==> src/rtl/core/dpcm_pkg.sv <==
`timescale 1ns / 1ps
// ----------------------------------------------------------------------------
// dpcm_pkg
// Shared types, geometry constants and helpers for the pad coordinate mapper.
// ----------------------------------------------------------------------------
package dpcm_pkg;

  // Detector geometry
  localparam int NumLinks    = 14;
  localparam int NumColumns  = 24;
  localparam int NumDilogics = 10;
  localparam int NumChannels = 48;
  localparam int NumModules  = 7;
  localparam int NumCathodes = 6;
  localparam int CathX       = 80;
  localparam int CathY       = 48;
  localparam int MaxCx       = 79;
  localparam int MaxCy       = 47;

  typedef enum logic [2:0] {
    REQ_HW2PAD  = 3'd0,
    REQ_PAD2HW  = 3'd1,
    REQ_ABS2PAD = 3'd2,
    REQ_PAD2ABS = 3'd3,
    REQ_HW2ABS  = 3'd4,
    REQ_ABS2HW  = 3'd5
  } req_e;

  typedef logic [23:0] pad_id_t;

  typedef struct packed {
    logic [3:0] eq;
    logic [4:0] col;
    logic [3:0] dil;
    logic [5:0] chn;
  } hw_coord_t;

  typedef struct packed {
    logic [2:0] mod;
    logic [7:0] x;
    logic [7:0] y;
  } abs_coord_t;

  // Front-end channel within a row group <-> row, and back
  localparam logic [2:0] CHAN_TO_ROW [6] = '{3'd3, 3'd2, 3'd4, 3'd1, 3'd5, 3'd0};
  localparam logic [2:0] ROW_TO_CHAN [6] = '{3'd5, 3'd3, 3'd1, 3'd0, 3'd2, 3'd4};

  // v / 6 by reciprocal multiply; exact for every 6-bit v
  function automatic logic [3:0] div6(input logic [5:0] v);
    logic [11:0] p;
    p = 12'(v) * 12'd43;
    return p[11:8];
  endfunction

  // v % 6, always below 6
  function automatic logic [2:0] mod6(input logic [5:0] v);
    logic [5:0] r;
    r = 6'(v - 6'(div6(v)) * 6'd6);
    return r[2:0];
  endfunction

endpackage

==> src/rtl/core/dpcm_hw2pad.sv <==
`timescale 1ns / 1ps
// ----------------------------------------------------------------------------
// dpcm_hw2pad
// Readout hardware coordinates to packed pad identifier, with range check.
// ----------------------------------------------------------------------------
module dpcm_hw2pad (
  input  dpcm_pkg::hw_coord_t hw,
  output logic                ok,
  output dpcm_pkg::pad_id_t   pad
);
  import dpcm_pkg::*;

  logic [3:0] q;
  logic [2:0] r;
  logic [3:0] pc;
  logic [7:0] px;
  logic [7:0] py_raw;
  logic [7:0] py;

  always_comb begin
    ok = (hw.eq < 4'(NumLinks)) && (hw.col < 5'(NumColumns)) &&
         (hw.dil < 4'(NumDilogics)) && (hw.chn < 6'(NumChannels));
    q      = div6(hw.chn);
    r      = mod6(hw.chn);
    pc     = {1'b0, hw.col[4:3], 1'b1};
    px     = 8'(MaxCx) - {1'b0, hw.dil, q[2:0]};
    py_raw = 8'(hw.col[2:0]) * 8'd6 + 8'(CHAN_TO_ROW[r]);
    py     = py_raw;
    // even links read the mirrored cathode
    if (!hw.eq[0]) begin
      pc = 4'd5 - pc;
      py = 8'(MaxCy) - py_raw;
    end
    pad = {1'b0, hw.eq[3:1], pc, px, py};
  end

endmodule

==> src/rtl/core/dpcm_abs2pad.sv <==
`timescale 1ns / 1ps
// ----------------------------------------------------------------------------
// dpcm_abs2pad
// Module-absolute coordinates to packed pad identifier, with range check.
// ----------------------------------------------------------------------------
module dpcm_abs2pad (
  input  dpcm_pkg::abs_coord_t coord,
  output logic                 ok,
  output dpcm_pkg::pad_id_t    pad
);
  import dpcm_pkg::*;

  logic [1:0] yq;
  logic       xhi;
  logic [7:0] xm;
  logic [7:0] ym;
  logic [3:0] ph;

  always_comb begin
    ok = (coord.mod < 3'(NumModules)) && (coord.x < 8'(2 * CathX)) &&
         (coord.y < 8'(3 * CathY));
    if (coord.y < 8'(CathY)) begin
      yq = 2'd0;
    end else if (coord.y < 8'(2 * CathY)) begin
      yq = 2'd1;
    end else begin
      yq = 2'd2;
    end
    ym  = coord.y - 8'(yq) * 8'(CathY);
    xhi = (coord.x >= 8'(CathX));
    xm  = xhi ? coord.x - 8'(CathX) : coord.x;
    ph  = {1'b0, yq, xhi};
    pad = {1'b0, coord.mod, ph, xm, ym};
  end

endmodule

==> src/rtl/core/dpcm_pad2hw.sv <==
`timescale 1ns / 1ps
// ----------------------------------------------------------------------------
// dpcm_pad2hw
// Packed pad identifier to readout hardware coordinates (pad already checked).
// ----------------------------------------------------------------------------
module dpcm_pad2hw (
  input  dpcm_pkg::pad_id_t   pad,
  output dpcm_pkg::hw_coord_t hw
);
  import dpcm_pkg::*;

  logic [3:0] ph;
  logic [7:0] px;
  logic [7:0] py;
  logic [3:0] q;
  logic [2:0] r;

  always_comb begin
    ph     = pad[19:16];
    px     = 8'(MaxCx) - pad[15:8];
    py     = pad[7:0];
    hw.eq  = {pad[22:20], 1'b1};
    // even cathodes sit on the even link, mirrored in y
    if (!pad[16]) begin
      hw.eq = {pad[22:20], 1'b0};
      py    = 8'(MaxCy) - pad[7:0];
      ph    = 4'd5 - pad[19:16];
    end
    q      = div6(py[5:0]);
    r      = mod6(py[5:0]);
    hw.dil = px[6:3];
    hw.col = {ph[2:1], q[2:0]};
    hw.chn = 6'(px[2:0]) * 6'd6 + 6'(ROW_TO_CHAN[r]);
  end

endmodule

==> src/rtl/core/dpcm_pad2abs.sv <==
`timescale 1ns / 1ps
// ----------------------------------------------------------------------------
// dpcm_pad2abs
// Packed pad identifier to module-absolute coordinates (pad already checked).
// ----------------------------------------------------------------------------
module dpcm_pad2abs (
  input  dpcm_pkg::pad_id_t    pad,
  output dpcm_pkg::abs_coord_t coord
);
  import dpcm_pkg::*;

  always_comb begin
    coord.mod = pad[22:20];
    coord.x   = pad[15:8] + (pad[16] ? 8'(CathX) : 8'd0);
    coord.y   = 8'(pad[19:17]) * 8'(CathY) + pad[7:0];
  end

endmodule

==> src/rtl/core/detector_pad_coordinate_mapper.sv <==
`timescale 1ns / 1ps
// ----------------------------------------------------------------------------
// detector_pad_coordinate_mapper
// Converts pad positions between readout, packed pad id and module-absolute
// coordinates.
//
// Input channel (in_valid/in_ready) carries one request: req_type selects the
// conversion and the matching source fields are used. Output channel
// (out_valid/out_ready) returns one transaction per request, with unused
// fields zero and bad_coords set (all else zero) for out-of-range sources or
// an unknown req_type.
// Path: an accepted request goes into the input register, then its result into the
// result register that drives out_valid and the output fields. Throughput: one
// request per cycle while the receiver does not stall; the single conversion pass
// between the two registers sets this.
// Reset clears both valid flags; nothing is in flight afterwards.
// When the receiver stalls, the result register holds its transaction and the
// input register still takes one more; in_ready drops only when both are full.
// ----------------------------------------------------------------------------
module detector_pad_coordinate_mapper (
  input  logic        clk,
  input  logic        rst,
  input  logic        in_valid,
  output logic        in_ready,
  input  logic [2:0]  req_type,
  input  logic [3:0]  equipment_in,
  input  logic [4:0]  column_in,
  input  logic [3:0]  dilogic_in,
  input  logic [5:0]  channel_in,
  input  logic [23:0] pad_in,
  input  logic [2:0]  mod_in,
  input  logic [7:0]  mod_x_in,
  input  logic [7:0]  mod_y_in,
  output logic        out_valid,
  input  logic        out_ready,
  output logic [23:0] pad_out,
  output logic [3:0]  equipment_out,
  output logic [4:0]  column_out,
  output logic [3:0]  dilogic_out,
  output logic [5:0]  channel_out,
  output logic [2:0]  mod_out,
  output logic [7:0]  mod_x_out,
  output logic [7:0]  mod_y_out,
  output logic        bad_coords
);
  import dpcm_pkg::*;

  // input register
  logic       s1_valid;
  logic [2:0] s1_req;
  hw_coord_t  s1_hw;
  pad_id_t    s1_pad;
  abs_coord_t s1_abs;

  // result register
  pad_id_t    r_pad;
  hw_coord_t  r_hw;
  abs_coord_t r_abs;
  logic       r_bad;

  logic       s2_ready;
  logic       s1_fire;

  logic       h2p_ok;
  pad_id_t    h2p_pad;
  logic       a2p_ok;
  pad_id_t    a2p_pad;
  pad_id_t    p2h_src;
  pad_id_t    p2a_src;
  hw_coord_t  p2h_hw;
  abs_coord_t p2a_abs;
  logic       pin_ok;

  logic       ok;
  pad_id_t    pad_next;
  hw_coord_t  hw_next;
  abs_coord_t abs_next;

  assign s2_ready = !out_valid || out_ready;
  assign s1_fire  = s1_valid && s2_ready;
  assign in_ready = !s1_valid || s2_ready;

  always_ff @(posedge clk) begin
    if (rst) begin
      s1_valid <= 1'b0;
    end else if (in_ready) begin
      s1_valid <= in_valid;
    end
  end

  always_ff @(posedge clk) begin
    if (in_valid && in_ready) begin
      s1_req <= req_type;
      s1_hw  <= '{eq: equipment_in, col: column_in, dil: dilogic_in, chn: channel_in};
      s1_pad <= pad_in;
      s1_abs <= '{mod: mod_in, x: mod_x_in, y: mod_y_in};
    end
  end

  dpcm_hw2pad u_hw2pad (
    .hw  (s1_hw),
    .ok  (h2p_ok),
    .pad (h2p_pad)
  );

  dpcm_abs2pad u_abs2pad (
    .coord (s1_abs),
    .ok    (a2p_ok),
    .pad   (a2p_pad)
  );

  // composed requests feed the intermediate pad id into the second leg
  assign p2h_src = (s1_req == REQ_ABS2HW) ? a2p_pad : s1_pad;
  assign p2a_src = (s1_req == REQ_HW2ABS) ? h2p_pad : s1_pad;

  dpcm_pad2hw u_pad2hw (
    .pad (p2h_src),
    .hw  (p2h_hw)
  );

  dpcm_pad2abs u_pad2abs (
    .pad   (p2a_src),
    .coord (p2a_abs)
  );

  assign pin_ok = (s1_pad[23:20] < 4'(NumModules)) && (s1_pad[19:16] < 4'(NumCathodes)) &&
                  (s1_pad[15:8] < 8'(CathX)) && (s1_pad[7:0] < 8'(CathY));

  always_comb begin
    ok       = 1'b0;
    pad_next = '0;
    hw_next  = '0;
    abs_next = '0;
    unique case (req_e'(s1_req))
      REQ_HW2PAD: begin
        ok       = h2p_ok;
        pad_next = h2p_pad;
      end
      REQ_PAD2HW: begin
        ok      = pin_ok;
        hw_next = p2h_hw;
      end
      REQ_ABS2PAD: begin
        ok       = a2p_ok;
        pad_next = a2p_pad;
      end
      REQ_PAD2ABS: begin
        ok       = pin_ok;
        abs_next = p2a_abs;
      end
      REQ_HW2ABS: begin
        ok       = h2p_ok;
        pad_next = h2p_pad;
        abs_next = p2a_abs;
      end
      REQ_ABS2HW: begin
        ok       = a2p_ok;
        pad_next = a2p_pad;
        hw_next  = p2h_hw;
      end
      default: begin
        ok = 1'b0;
      end
    endcase
    if (!ok) begin
      pad_next = '0;
      hw_next  = '0;
      abs_next = '0;
    end
  end

  always_ff @(posedge clk) begin
    if (rst) begin
      out_valid <= 1'b0;
    end else if (s2_ready) begin
      out_valid <= s1_valid;
    end
  end

  always_ff @(posedge clk) begin
    if (s1_fire) begin
      r_pad <= pad_next;
      r_hw  <= hw_next;
      r_abs <= abs_next;
      r_bad <= !ok;
    end
  end

  assign pad_out       = r_pad;
  assign equipment_out = r_hw.eq;
  assign column_out    = r_hw.col;
  assign dilogic_out   = r_hw.dil;
  assign channel_out   = r_hw.chn;
  assign mod_out       = r_abs.mod;
  assign mod_x_out     = r_abs.x;
  assign mod_y_out     = r_abs.y;
  assign bad_coords    = r_bad;

endmodule

==> config.mk <==
export PLATFORM = sky130hd
export DESIGN_NAME = detector_pad_coordinate_mapper
export DESIGN_NICKNAME = d
export VERILOG_FILES = /design/src/rtl/core/dpcm_pkg.sv /design/src/rtl/core/dpcm_hw2pad.sv /design/src/rtl/core/dpcm_abs2pad.sv /design/src/rtl/core/dpcm_pad2hw.sv /design/src/rtl/core/dpcm_pad2abs.sv /design/src/rtl/core/detector_pad_coordinate_mapper.sv
export SDC_FILE = /design/constraint.sdc
export NUM_CORES = 1
export LEC_CHECK = 0
export ABC_AREA = 1
export BUFFER_PORTS_ARGS = -buffer_cell sky130_fd_sc_hd__clkbuf_2
export CAP_MARGIN = 20
export CORE_ASPECT_RATIO = 1.1
export CORE_MARGIN = 1
export CORE_UTILIZATION = 40
export DETAILED_ROUTE_END_ITERATION = 10
export PLACE_DENSITY = 0.6
export REMOVE_ABC_BUFFERS = 1
export SYNTH_ARGS = -nofsm -noshare
export SYNTH_HDL_FRONTEND = slang
export SYNTH_SLANG_ARGS = --single-unit
==> constraint.sdc <==
create_clock -name clk -period 9.6 [get_ports clk]
set_input_delay 0.96 -clock clk [delete_from_list [all_inputs] [get_ports clk]]
set_output_delay 0.96 -clock clk [all_outputs]
set_load 0.005 [all_outputs]
==> impl_metrics.py <==
metrics = {
    "clocking": {
        "clk_pin_slew_ns": 0.06,
        "post_cts_resized": 0,
        "htreeDepth": 4,
        "clkLatencyLatePin_ns": 0.42,
        "tritoncts.num_buffers": 17,
        "cts.sinks": 129,
        "cts_tree": "built",
        "cts-root-buf": "clkbuf_16",
        "hold_buffers": 0,
        "cts_setup_buffers": 0,
        "cts_buffer_depth": 2,
    },
    "floorplan": {
        "die_h_um": 146.0,
        "num_rows": 52,
        "core_um2": 18410,
        "die_w_um": 132.9,
        "io-pin-count": 134,
        "fp.dieArea_um2": 19410,
        "initial_core_util_pct": 40.96,
    },
    "power_and_ir_drop": {
        "power_density_nw_per_um2": 214.4,
        "p_comb_share_pct": 30.7,
        "p_sw_share_pct": 31.74,
        "peakVddDrop_v": 0.0001230,
        "internal_power_uw": 1330,
        "clock_power_share_pct": 35.1,
        "p_leak_uw": 0.004250,
        "power_switching_uw": 618.5,
        "seqPwrFrac_pct": 34.3,
    },
    "timing": {
        "skew_ns": 0.005609,
        "min_period_ns": 7.203,
        "fin_crit_sh_pct": 75.03,
        "worstMarginPinSlew_ns": 0.9248,
        "fmax_mhz": 138.8,
        "hold_slack_ns": 0.5306,
        "slew_violations": 0,
        "max_slew_margin_pct": 37.69,
        "finalHoldViolations": 0,
        "setup_violations": 0,
        "rsz0062_at_grt": "no",
        "tns_ns": 0,
    },
    "drt": {
        "routed_wirelength_um": 17270,
        "met1_length_um": 7644,
        "drc": 0,
        "vias": 5374,
        "drtIter0Drc": 314,
        "ant_nets": 0,
        "wl_met3_um": 821,
        "wire_per_inst_um": 15.65,
        "vias_per_cell": 4.868,
        "dr_wl_met2_um": 8421,
        "dr.pass1.iters": 5,
        "highest_layer": "met4",
    },
    "worst_setup_path": {
        "worst_path_most_repeated_cell": "inv_1",
        "crit_path_max_fanout": 5,
        "crit_path_start_kind": "flip-flop",
        "crit_path_end_kind": "flip-flop",
        "path_class": "reg -> reg",
        "arrival_ns": 7.37,
        "max_stage_delay_ns": 0.53,
        "reg2reg_depth": 35,
        "cp.buffers_inverters": 8,
        "cp.depth": 35,
        "slowest_stage": "fa_1",
        "crit_family": "adder cells",
        "crit_required_ns": 9.76,
    },
    "final_layout": {
        "nFillCells": 1716,
        "layout_common_cells": "clkbuf_2, edfxtp_1, inv_1, nand2_1, ha_1",
        "diodes": 0,
        "final_common_cell": "clkbuf_2",
        "layout-drive-gt1-share_pct": 24.51,
        "area_growth_pct": 20.50,
        "nNetsFinal": 1011,
    },
    "job": {
        "maxCapViolCount": 0,
    },
    "synth": {
        "synth_mux_area_share_pct": 0.3981,
        "synth_top_family_by_area": "adder cells",
        "synth_cells": 708,
        "ys_seq_elements": 129,
        "yosysUniqueCellTypes": 42,
        "synth_xor_area_share_pct": 3.716,
        "yosysSeqAreaShare_pct": 51.09,
        "synth-compound-area-share_pct": 7.714,
        "synth-simple-area-share_pct": 13.22,
        "syn_avg_cell_area_um2": 10.65,
        "yosys_warnings": 0,
        "synth-adder-area-share_pct": 17.09,
        "mappedNetlistArea_um2": 7542,
    },
    "min_path": {
        "holdCritPathClass": "reg -> reg",
        "hold_depth": 2,
    },
    "grt": {
        "antenna_found_initial": 0,
        "grt_pass1_vias": 5224,
        "grt_use_total_pct": 18.84,
        "grt_first_pass_wirelength_um": 27110,
        "overflow": 0,
        "grt_max_degree": 66,
    },
    "place": {
        "dp.final_hpwl_um": 13010,
        "routabilityCongestion": 0.8490,
        "port_buffers": 132,
    },
    "outcome": {
        "status": "finished, final reports clean",
    },
}
[per-stage QoR]
stage / total power, uW / area [um2] / std cells / worst slack (ns) / utilization, %
after floorplan: 1143 / 7456 / 693 / 3.143 / -
after global placement: 1268 / 8462 / 1072 / 2.620 / 45.96
after detailed placement: 1279 / 8462 / 1072 / 2.415 / 45.96
after CTS: 1970 / 9089 / 1104 / 2.394 / 49.36
after global routing: 2088 / 9089 / 1104 / 1.824 / 49.36
final: 1949 / 9089 / 1104 / 2.397 / 49.36
[layer usage]
layer / global-route usage (%) / up-vias
met5: 0 / -
met4: 8.333 / 0
met3: 3.924 / 28
met2: 31.10 / 155
met1: 23.79 / 2525
li1: - / 2666
[cell usage after synthesis, drive strengths merged]
cell type | instances | area (um2)
a31o | 1 | 8.760
a211oi | 9 | 67.56
ha | 79 | 988.5
nand3b | 3 | 22.52
a22oi | 6 | 45.04
xor2 | 17 | 148.9
clkbuf | 6 | 22.52
inv | 112 | 420.4
edfxtp | 127 | 3814
dfxtp | 2 | 40.04
o31ai | 1 | 7.510
o311ai | 1 | 8.760
nand2 | 119 | 504.2
o21ai | 38 | 190.2
buf | 9 | 63.80
o21a | 1 | 7.510
fa | 15 | 300.3
o2111ai | 1 | 8.760
a21oi | 37 | 196.4
a22o | 1 | 8.760
nand3 | 24 | 140.1
nor3 | 2 | 10.01
mux2i | 3 | 30.03
o211ai | 1 | 7.510
or2 | 6 | 37.54
nor2 | 65 | 264.0
conb | 1 | 3.750
xnor2 | 15 | 131.4
nand4 | 2 | 18.77
o22ai | 4 | 25.02
[worst reg2reg max path: cells and delay by family (launching register included)]
family | cells | cell delay (ns)
adders and majority gates | 9 | 3.01
AOI/OAI and AO/OA | 6 | 1.81
and+or+nand+nor | 9 | 0.72
buffers and inverters | 8 | 0.51
xor gates and xnor gates | 3 | 0.46
DFF | 1 | 0.45
[registers in the layout (all words and copies together) (netlist names), 4 cells and up]
name / count
s1_pad: 24
pad_out: 23
s1_abs: 19
s1_hw: 19
mod_x_out: 8
mod_y_out: 8
channel_out: 6
column_out: 5
dilogic_out: 4
equipment_out: 4
[logic make-up (layout without fill, tap and decap cells)]
kind of cell               Yosys count  in the layout
DFF                                129            129
other                                1              1
AOI/OAI and AO/OA                  101            101
adders and majority gates           94             94
xor gates and xnor gates            32             32
buffers and inverters              127            280
muxes                                3              3
and+or+nand+nor                    221            221
[power groups by stage]
stage	Sequential (uW)	Clock (uW)	Combinational, uW
detailed placement	679	0	600
global placement	679	0	589
global route	670	718	700
finish	668	683	598
CTS	668	698	605
floorplan	676	0	467
[area by class of cell]
cell class              count  area (um2)  share of cell area [%]
clock inverters            13       183.9                   2.024
repair buffers            136       690.7                   7.599
clock buffers              19       442.9                   4.873
well taps                 243       304.0                   3.345
multi-input cells         452        3193                   35.13
flip-flops and latches    129        3854                   42.40
inverters                 112       420.4                   4.626
[path summary, 6_finish.rpt]
kind,from,to,slack (ns)
min,s1_valid,s1_valid,0.53
min reg2reg,s1_valid,s1_valid,0.53
max,s1_abs[5],channel_out[5],2.40
max reg2reg,s1_abs[5],channel_out[5],2.40
Note: power is estimated with default switching activity, not from simulation.
